**src/hw/rtl/fbm_pkg.sv**
```systemverilog
// shared types, constants and helper functions for the fbm perlin noise block
// used by fbm_cfg, fbm_octave and fbm_perlin_noise_2d; depends on nothing
package fbm_pkg;

  localparam int unsigned MAX_OCTAVES_DEF     = 8;
  localparam int unsigned COORD_FRAC_BITS_DEF = 16;

  localparam int unsigned CFG_IDX_W  = 3;
  localparam int unsigned CFG_DATA_W = 32;

  localparam logic [CFG_IDX_W-1:0] CFG_SEED    = 3'd0;
  localparam logic [CFG_IDX_W-1:0] CFG_OCTAVES = 3'd1;
  localparam logic [CFG_IDX_W-1:0] CFG_BASE_FQ = 3'd2;
  localparam logic [CFG_IDX_W-1:0] CFG_LACUN   = 3'd3;
  localparam logic [CFG_IDX_W-1:0] CFG_PERSIST = 3'd4;

  localparam logic [31:0] RST_SEED    = 32'd0;
  localparam logic [3:0]  RST_OCTAVES = 4'd4;
  localparam logic [23:0] RST_BASE_FQ = 24'd65536;
  localparam logic [15:0] RST_LACUN   = 16'd8192;
  localparam logic [15:0] RST_PERSIST = 16'd16384;

  localparam logic [15:0] AMP_ONE  = 16'd32768;
  localparam logic [23:0] FREQ_MAX = 24'hFFFFFF;

  localparam logic [31:0] HASH_MUL_A = 32'h045d9f3b;
  localparam logic [31:0] HASH_MUL_B = 32'h1b873593;

  localparam logic signed [21:0] FADE_15 = 22'sd983040;
  localparam logic signed [23:0] FADE_10 = 24'sd655360;
  localparam logic signed [18:0] ONE_Q16 = 19'sd65536;

  // width of one weighted octave term
  localparam int unsigned TERM_W = 44;

  typedef enum logic [1:0] {
    CFG_ST_START,
    CFG_ST_TABLE,
    CFG_ST_DIVIDE,
    CFG_ST_IDLE
  } cfg_state_e;

  typedef struct packed {
    logic        busy;
    logic [15:0] recip;
  } cfg_status_t;

  function automatic logic [31:0] mul32(input logic [31:0] a, input logic [31:0] b);
    logic [63:0] p;
    p = a * b;
    return p[31:0];
  endfunction

  function automatic logic [31:0] fold(input logic [31:0] h);
    return (h >> 16) ^ h;
  endfunction

  // gradient dot product, one of eight directions
  function automatic logic signed [18:0] grad_dot(input logic [2:0] code,
                                                 input logic signed [17:0] dx,
                                                 input logic signed [17:0] dy);
    logic signed [18:0] x;
    logic signed [18:0] y;
    logic signed [18:0] r;
    x = 19'(dx);
    y = 19'(dy);
    unique case (code)
      3'd0:    r = x + y;
      3'd1:    r = y - x;
      3'd2:    r = x - y;
      3'd3:    r = -x - y;
      3'd4:    r = x;
      3'd5:    r = -x;
      3'd6:    r = y;
      default: r = -y;
    endcase
    return r;
  endfunction

endpackage

```
**src/hw/rtl/fbm_cfg.sv**
```systemverilog
// configuration registers plus octave frequency/amplitude tables and the
// normalizing reciprocal, rebuilt after reset and after every write to one of the five registers; uses fbm_pkg
module fbm_cfg #(
  parameter int unsigned MAX_OCTAVES = fbm_pkg::MAX_OCTAVES_DEF,
  localparam int unsigned OW = $clog2(MAX_OCTAVES + 1)
) (
  input  logic                            clk_i,
  input  logic                            rst_ni,
  input  logic                            cfg_we_i,
  input  logic [fbm_pkg::CFG_IDX_W-1:0]   cfg_index_i,
  input  logic [fbm_pkg::CFG_DATA_W-1:0]  cfg_data_i,
  output fbm_pkg::cfg_status_t            status_o,
  output logic [31:0]                     seed_o,
  output logic [OW-1:0]                   used_o,
  output logic [23:0]                     freq_tab_o [MAX_OCTAVES],
  output logic [15:0]                     amp_tab_o  [MAX_OCTAVES]
);

  localparam int unsigned IW = (MAX_OCTAVES > 1) ? $clog2(MAX_OCTAVES) : 1;
  localparam int unsigned CW = (OW > 4) ? OW : 4;
  localparam int unsigned TW = 17 + IW;

  fbm_pkg::cfg_state_e state_q, state_d;

  logic [31:0] seed_q;
  logic [3:0]  oct_q;
  logic [23:0] base_q;
  logic [15:0] lac_q;
  logic [15:0] pers_q;

  logic [OW-1:0] cnt_q;
  logic [23:0]   f_run_q;
  logic [15:0]   a_run_q;
  logic [TW-1:0] total_q;
  logic [TW-1:0] rem_q;
  logic [30:0]   quo_q;
  logic [4:0]    dcnt_q;
  logic [15:0]   recip_q;
  logic [23:0]   freq_q [MAX_OCTAVES];
  logic [15:0]   amp_q  [MAX_OCTAVES];

  logic [OW-1:0] used;
  logic [15:0]   pers_used;
  logic [39:0]   f_prod;
  logic [31:0]   a_prod;
  logic [23:0]   f_next;
  logic [15:0]   a_next;
  logic [TW:0]   rem_sh;
  logic          q_bit;
  logic [TW-1:0] rem_next;
  logic [30:0]   quo_next;

  always_comb begin
    used = (CW'(oct_q) > CW'(MAX_OCTAVES)) ? OW'(MAX_OCTAVES) : OW'(oct_q);
    pers_used = (pers_q > fbm_pkg::AMP_ONE) ? fbm_pkg::AMP_ONE : pers_q;
    f_prod = 40'(f_run_q) * 40'(lac_q);
    f_next = (f_prod[39:12] > 28'(fbm_pkg::FREQ_MAX)) ? fbm_pkg::FREQ_MAX : f_prod[35:12];
    a_prod = 32'(a_run_q) * 32'(pers_used);
    a_next = a_prod[30:15];
    // restoring division of 2^30 by the amplitude sum, one bit a cycle
    rem_sh   = {rem_q, (dcnt_q == 5'd30)};
    q_bit    = (rem_sh >= (TW + 1)'(total_q));
    rem_next = q_bit ? TW'(rem_sh - (TW + 1)'(total_q)) : rem_sh[TW-1:0];
    quo_next = {quo_q[29:0], q_bit};
  end

  always_comb begin
    state_d = state_q;
    unique case (state_q)
      fbm_pkg::CFG_ST_START:  state_d = fbm_pkg::CFG_ST_TABLE;
      fbm_pkg::CFG_ST_TABLE: begin
        if (cnt_q == OW'(MAX_OCTAVES - 1)) state_d = fbm_pkg::CFG_ST_DIVIDE;
      end
      fbm_pkg::CFG_ST_DIVIDE: begin
        if (dcnt_q == 5'd0) state_d = fbm_pkg::CFG_ST_IDLE;
      end
      default: ;
    endcase
    if (cfg_we_i && (cfg_index_i <= fbm_pkg::CFG_PERSIST)) state_d = fbm_pkg::CFG_ST_START;
  end

  always_ff @(posedge clk_i or negedge rst_ni) begin
    if (!rst_ni) begin
      state_q <= fbm_pkg::CFG_ST_START;
      seed_q  <= fbm_pkg::RST_SEED;
      oct_q   <= fbm_pkg::RST_OCTAVES;
      base_q  <= fbm_pkg::RST_BASE_FQ;
      lac_q   <= fbm_pkg::RST_LACUN;
      pers_q  <= fbm_pkg::RST_PERSIST;
      cnt_q   <= '0;
      dcnt_q  <= '0;
    end else begin
      state_q <= state_d;
      if (cfg_we_i) begin
        unique case (cfg_index_i)
          fbm_pkg::CFG_SEED:    seed_q <= cfg_data_i;
          fbm_pkg::CFG_OCTAVES: oct_q  <= cfg_data_i[3:0];
          fbm_pkg::CFG_BASE_FQ: base_q <= cfg_data_i[23:0];
          fbm_pkg::CFG_LACUN:   lac_q  <= cfg_data_i[15:0];
          fbm_pkg::CFG_PERSIST: pers_q <= cfg_data_i[15:0];
          default: ;
        endcase
      end
      if (state_q == fbm_pkg::CFG_ST_START) cnt_q <= '0;
      else if (state_q == fbm_pkg::CFG_ST_TABLE) cnt_q <= cnt_q + OW'(1);
      if (state_q == fbm_pkg::CFG_ST_TABLE) dcnt_q <= 5'd30;
      else if (state_q == fbm_pkg::CFG_ST_DIVIDE) dcnt_q <= dcnt_q - 5'd1;
    end
  end

  always_ff @(posedge clk_i) begin
    unique case (state_q)
      fbm_pkg::CFG_ST_START: begin
        f_run_q <= base_q;
        a_run_q <= fbm_pkg::AMP_ONE;
        total_q <= '0;
      end
      fbm_pkg::CFG_ST_TABLE: begin
        freq_q[cnt_q[IW-1:0]] <= f_run_q;
        amp_q[cnt_q[IW-1:0]]  <= a_run_q;
        if (cnt_q < used) total_q <= total_q + TW'(a_run_q);
        f_run_q <= f_next;
        a_run_q <= a_next;
        rem_q   <= '0;
        quo_q   <= '0;
      end
      fbm_pkg::CFG_ST_DIVIDE: begin
        rem_q <= rem_next;
        quo_q <= quo_next;
        if (dcnt_q == 5'd0) recip_q <= (total_q == '0) ? 16'd0 : quo_next[15:0];
      end
      default: ;
    endcase
  end

  assign status_o.busy  = (state_q != fbm_pkg::CFG_ST_IDLE);
  assign status_o.recip = recip_q;
  assign seed_o         = seed_q;
  assign used_o         = used;
  assign freq_tab_o     = freq_q;
  assign amp_tab_o      = amp_q;

endmodule

```
**config.mk**
```make
export PLATFORM = sky130hd
export DESIGN_NAME = fbm_cfg
export DESIGN_NICKNAME = d
export VERILOG_FILES = /design/src/hw/rtl/fbm_pkg.sv /design/src/hw/rtl/fbm_cfg.sv
export SDC_FILE = /design/constraint.sdc
export NUM_CORES = 2
export LEC_CHECK = 0
export BUFFER_PORTS_ARGS = -buffer_cell sky130_fd_sc_hd__clkbuf_2
export CORE_MARGIN = 8
export CORE_UTILIZATION = 39
export CTS_BUF_LIST = sky130_fd_sc_hd__clkbuf_16
export DETAILED_ROUTE_END_ITERATION = 10
export GPL_TIMING_DRIVEN = 0
export PLACE_DENSITY_LB_ADDON = 0.3
export SLEW_MARGIN = 0
export SYNTH_ARGS = -nofsm -noshare
export SYNTH_HDL_FRONTEND = slang
export SYNTH_SLANG_ARGS = --single-unit
```
**constraint.sdc**
```tcl
create_clock -name clk_i -period 8.15 [get_ports clk_i]
set_input_delay 0.4075 -clock clk_i [delete_from_list [all_inputs] [get_ports clk_i]]
set_output_delay 0.4075 -clock clk_i [all_outputs]
set_load 0.02 [all_outputs]
```
==> impl_results.html <==
<table>
<tr><th>Metric</th><th>Value</th></tr>
<tr><th colspan="2">Logic synthesis</th></tr>
<tr><td>Portion of the post-synthesis area used by sequential elements</td><td>38.86%</td></tr>
<tr><td>Post-synth net total</td><td>4265</td></tr>
<tr><td>Combinational family with the most area after synthesis</td><td>adder cells</td></tr>
<tr><td>Post-synthesis adder-cell area fraction</td><td>32.96%</td></tr>
<tr><td>Prevailing post-synth register cell</td><td>sky130_fd_sc_hd__edfxtp_1</td></tr>
<tr><td>Post-Synth XOR/XNOR Area</td><td>1.644%</td></tr>
<tr><td>Post-synth cell types</td><td>84</td></tr>
<tr><td>Simple-gate share of the synthesized area</td><td>11.67%</td></tr>
<tr><td>Netlist Area Pre-Place</td><td>around 40000 µm²</td></tr>
<tr><td>Area fraction in compound gates after synthesis</td><td>4.306%</td></tr>
<tr><td>Fraction of registers with async set/reset</td><td>19.29%</td></tr>
<tr><td>Total number of yosys warnings</td><td>0</td></tr>
<tr><td>Average instance area after synthesis</td><td>11.50 µm²</td></tr>
<tr><td>EDFF count, synth</td><td>approximately 430</td></tr>
<tr><td>Post-Syn Instances</td><td>3474</td></tr>
<tr><td>Multiplexer area fraction after synthesis</td><td>3.066%</td></tr>
<tr><td>Seq cells post-synth</td><td>534</td></tr>
<tr><th colspan="2">Drt</th></tr>
<tr><td>Wirelength per Cell</td><td>roughly 21 µm</td></tr>
<tr><td>Remaining DRCs</td><td>0</td></tr>
<tr><td>DR iter-0 viols</td><td>1909</td></tr>
<tr><td>Total Wirelength</td><td>116400 µm</td></tr>
<tr><td>Number of vias per cell</td><td>5.011</td></tr>
<tr><td>Vias</td><td>27247</td></tr>
<tr><td>Router iterations before antenna repair</td><td>5</td></tr>
<tr><td>Count of antenna-violating nets left after detailed routing</td><td>0</td></tr>
<tr><th colspan="2">Timing</th></tr>
<tr><td>Fin Clk Skew</td><td>0.03844 ns</td></tr>
<tr><td>Setup total negative slack</td><td>0 ns</td></tr>
<tr><td>Tightest slew margin relative to the limit</td><td>approximately 20%</td></tr>
<tr><td>Number of endpoints with negative hold slack in the final report</td><td>0</td></tr>
<tr><td>RSZ-0062 raised after global routing</td><td>no</td></tr>
<tr><td>Min Clock Period, post-route</td><td>about 8 ns</td></tr>
<tr><td>Worst hold slack</td><td>0.03278 ns</td></tr>
<tr><td>Final count of negative-setup-slack endpoints</td><td>0</td></tr>
<tr><td>F_max</td><td>126.8 MHz</td></tr>
<tr><td>Final Max Slew Viols</td><td>0</td></tr>
<tr><td>Pin slew with the least headroom to its limit</td><td>approximately 1.2 ns</td></tr>
<tr><td>Share of the clock period used by the worst path</td><td>between 90 and 100%</td></tr>
<tr><th colspan="2">Clocking</th></tr>
<tr><td>Number of H-tree levels</td><td>2</td></tr>
<tr><td>Number of clock sinks</td><td>534</td></tr>
<tr><td>Skew-Pair Late Insertion Delay</td><td>0.66 ns</td></tr>
<tr><td>Clock tree from TritonCTS</td><td>built</td></tr>
<tr><td>Buffer levels on the longest clock path</td><td>3</td></tr>
<tr><td>CTS root buffer</td><td>sky130_fd_sc_hd__clkbuf_16</td></tr>
<tr><td>TritonCTS buffer count</td><td>54</td></tr>
<tr><td>Clock-pin slew on the worst setup and hold paths</td><td>roughly 0.070 ns</td></tr>
<tr><th colspan="2">Floorplanning</th></tr>
<tr><td>Area inside the core boundary</td><td>101700 µm²</td></tr>
<tr><td>Die Y</td><td>between 300 and 400 µm</td></tr>
<tr><td>Initial standard-cell utilization of the core</td><td>39.27%</td></tr>
<tr><td>Overall die width</td><td>336.1 µm</td></tr>
<tr><td>Die Footprint</td><td>112900 µm²</td></tr>
<tr><td>Boundary pin count</td><td>around 400</td></tr>
<tr><td>Site Rows</td><td>approximately 120</td></tr>
<tr><th colspan="2">Global routing</th></tr>
<tr><td>Met2 routing resource usage after global routing</td><td>31.76%</td></tr>
<tr><td>Via count of the first global-routing pass</td><td>28437</td></tr>
<tr><td>Fraction of met3 tracks used by global routing</td><td>5.623%</td></tr>
<tr><td>First-pass GRT wire length</td><td>176300 µm</td></tr>
<tr><td>Initial antenna violation count</td><td>10</td></tr>
<tr><td>Met1 Usage GRT</td><td>28.66%</td></tr>
<tr><td>Remaining global-route overflow</td><td>0</td></tr>
<tr><td>Overall fraction of global-route tracks in use</td><td>20.52%</td></tr>
<tr><td>Pin count of the biggest net entering global routing</td><td>a little over 100</td></tr>
<tr><td>Busiest layer in global routing</td><td>met2</td></tr>
<tr><th colspan="2">Critical path</th></tr>
<tr><td>Critical path data required time</td><td>8.54 ns</td></tr>
<tr><td>Startpoint types</td><td>flip-flop</td></tr>
<tr><td>Reg-to-reg slack, setup</td><td>about 0.27 ns</td></tr>
<tr><td>CP endpoint kind</td><td>flip-flop</td></tr>
<tr><td>Endpoint arrival time on the critical path</td><td>8.28 ns</td></tr>
<tr><td>Crit-path max FO</td><td>10</td></tr>
<tr><td>Kind of critical path</td><td>flip-flop to flip-flop</td></tr>
<tr><th colspan="2">Placement</th></tr>
<tr><td>Number of port buffers</td><td>408</td></tr>
<tr><td>Routability Congestion</td><td>0.8950</td></tr>
<tr><td>Detailed-placement wirelength estimate</td><td>89010 µm</td></tr>
<tr><th colspan="2">Worst hold path</th></tr>
<tr><td>Class of the tightest hold or removal check</td><td>primary input to flip-flop</td></tr>
<tr><th colspan="2">Finish</th></tr>
<tr><td>Area added between synthesis and finish</td><td>16.86%</td></tr>
<tr><td>Share of layout cells above drive strength 1</td><td>between 10% and 20%</td></tr>
<tr><td>Total area of multi-input combinational cells</td><td>around 22000 µm²</td></tr>
<tr><td>Total of fill cells in the finished design</td><td>around 9500</td></tr>
<tr><td>Number of nets in the layout</td><td>4813</td></tr>
<tr><td>Register cell area after layout</td><td>between 15000 and 20000 µm²</td></tr>
<tr><th colspan="2">Job</th></tr>
<tr><td>Count of maximum capacitance violations</td><td>0</td></tr>
<tr><th colspan="2">Outcome</th></tr>
<tr><td>Status</td><td>complete, no violations</td></tr>
</table>
==> registers in the layout, indices dropped and copies added (netlist names), 20 cells and up <==
name,flops
total_q,20
rem_q,20
amp_tab_o,128
f_run_q,24
base_q,24
seed_o,32
freq_tab_o,192
==> cells in the mapped netlist, drive strengths merged, types with 45 or more instances <==
master | count | area share, %
a21o | 45 | 0.87
ha | 254 | 8.0
nor2b | 46 | 0.72
mux2 | 91 | 2.6
fa | 499 | 25
a21oi | 62 | 0.85
nor2 | 101 | 0.95
edfxtp | 431 | 32
clkbuf | 113 | 1.1
dfrtp | 99 | 6.2
and2 | 248 | 3.9
inv | 657 | 6.2
xnor2 | 53 | 1.2
nand2 | 467 | 4.4
==> worst max-delay path, stage by stage (launching register included) <==
cell,delay [ns]
sky130_fd_sc_hd__edfxtp_1,0.53
sky130_fd_sc_hd__buf_1,0.59
sky130_fd_sc_hd__nand2_1,0.17
sky130_fd_sc_hd__fa_1,0.55
sky130_fd_sc_hd__inv_1,0.05
sky130_fd_sc_hd__fa_1,0.47
sky130_fd_sc_hd__inv_1,0.06
sky130_fd_sc_hd__fa_1,0.51
sky130_fd_sc_hd__inv_1,0.05
sky130_fd_sc_hd__fa_1,0.46
sky130_fd_sc_hd__fa_1,0.55
sky130_fd_sc_hd__inv_1,0.05
sky130_fd_sc_hd__fa_1,0.55
sky130_fd_sc_hd__inv_1,0.05
sky130_fd_sc_hd__ha_1,0.34
sky130_fd_sc_hd__nand4_1,0.17
sky130_fd_sc_hd__nor2_1,0.17
sky130_fd_sc_hd__or4b_1,0.47
sky130_fd_sc_hd__o211a_4,0.30
sky130_fd_sc_hd__a21o_4,0.25
sky130_fd_sc_hd__a21oi_4,0.20
sky130_fd_sc_hd__o31ai_1,0.12
sky130_fd_sc_hd__xor2_1,0.27
sky130_fd_sc_hd__nand4_4,0.27
sky130_fd_sc_hd__buf_6,0.24
sky130_fd_sc_hd__o22a_1,0.17
==> per-stage QoR <==
| step | instances | cell area [µm²] | util, % | setup slack (ns) |
|---|---|---|---|---|
| after CTS | 5399 | 46330 | 45.54 | 0.01724 |
| after floorplan | 3474 | 39950 | - | 1.293 |
| after detailed placement | 5275 | 44230 | 43.48 | -0.3541 |
| final | 5437 | 46690 | 45.89 | 0.2656 |
| after global placement | 5250 | 43700 | 42.96 | -0.4465 |
| after global routing | 5436 | 46680 | 45.89 | 0.0009228 |
==> cell type report <==
| cell class | count | area share (%) |
|---|---|---|
| multi-input cells | 2155 | 46.21 |
| flip-flops and latches | 534 | 33.25 |
| repair buffers | 495 | 6.435 |
| inverters | 658 | 5.290 |
| well taps | 1368 | 3.666 |
| clock buffers | 54 | 2.894 |
| plain buffers | 124 | 1.201 |
| clock inverters | 48 | 1.045 |
| diodes | 1 | 0.005360 |
==> final timing paths <==
check | start | to | cells after the start
min in group asynchronous | rst_ni | seed_o[14] | 2
worst min-delay path | cfg_data_i[30] | seed_o[30] | 2
worst min register to register | pers_q[9] | pers_q[9] | 1
worst max-delay path | f_run_q[13] | f_run_q[3] | 25
max in group asynchronous | rst_ni | oct_q[2] | 3
worst max register to register | f_run_q[13] | f_run_q[3] | 25
==> cells in the final DEF (no fill, tap or decap), types with 58 or more instances in the layout <==
master,instances
sky130_fd_sc_hd__inv_1,665
sky130_fd_sc_hd__fa_1,499
sky130_fd_sc_hd__nand2_1,467
sky130_fd_sc_hd__clkbuf_2,437
sky130_fd_sc_hd__edfxtp_1,431
sky130_fd_sc_hd__ha_1,253
sky130_fd_sc_hd__and2_1,247
sky130_fd_sc_hd__dfrtp_1,99
sky130_fd_sc_hd__nor2_1,95
sky130_fd_sc_hd__mux2_2,91
sky130_fd_sc_hd__clkbuf_1,75
sky130_fd_sc_hd__a21oi_1,58
==> kinds of logic after synthesis <==
family | count (synthesis)
xor gates and xnor gates | 75
and+or+nand+nor | 972
DFF | 534
adders and majority gates | 753
buffers and inverters | 785
AOI/OAI and AO/OA | 244
muxes | 111
==> routing by layer <==
layer,vias to the layer above,wire length (µm)
li1,12119,-
met1,13923,50770
met2,1070,51470
met3,133,11670
met4,2,2475
met5,-,13
==> timing repair <==
item | 4_1_cts | 5_1_grt
endpoints found under the hold margin | 114 | 0
setup buffers | 12 | 36
gates resized for setup | 19 | 73
hold buffers | 13 | 0
pin swaps | 0 | 1
setup endpoints to repair | 30 | 30
Power is not shown: default switching activity piles up to over one toggle a cycle in this logic, so the estimate is an artifact.
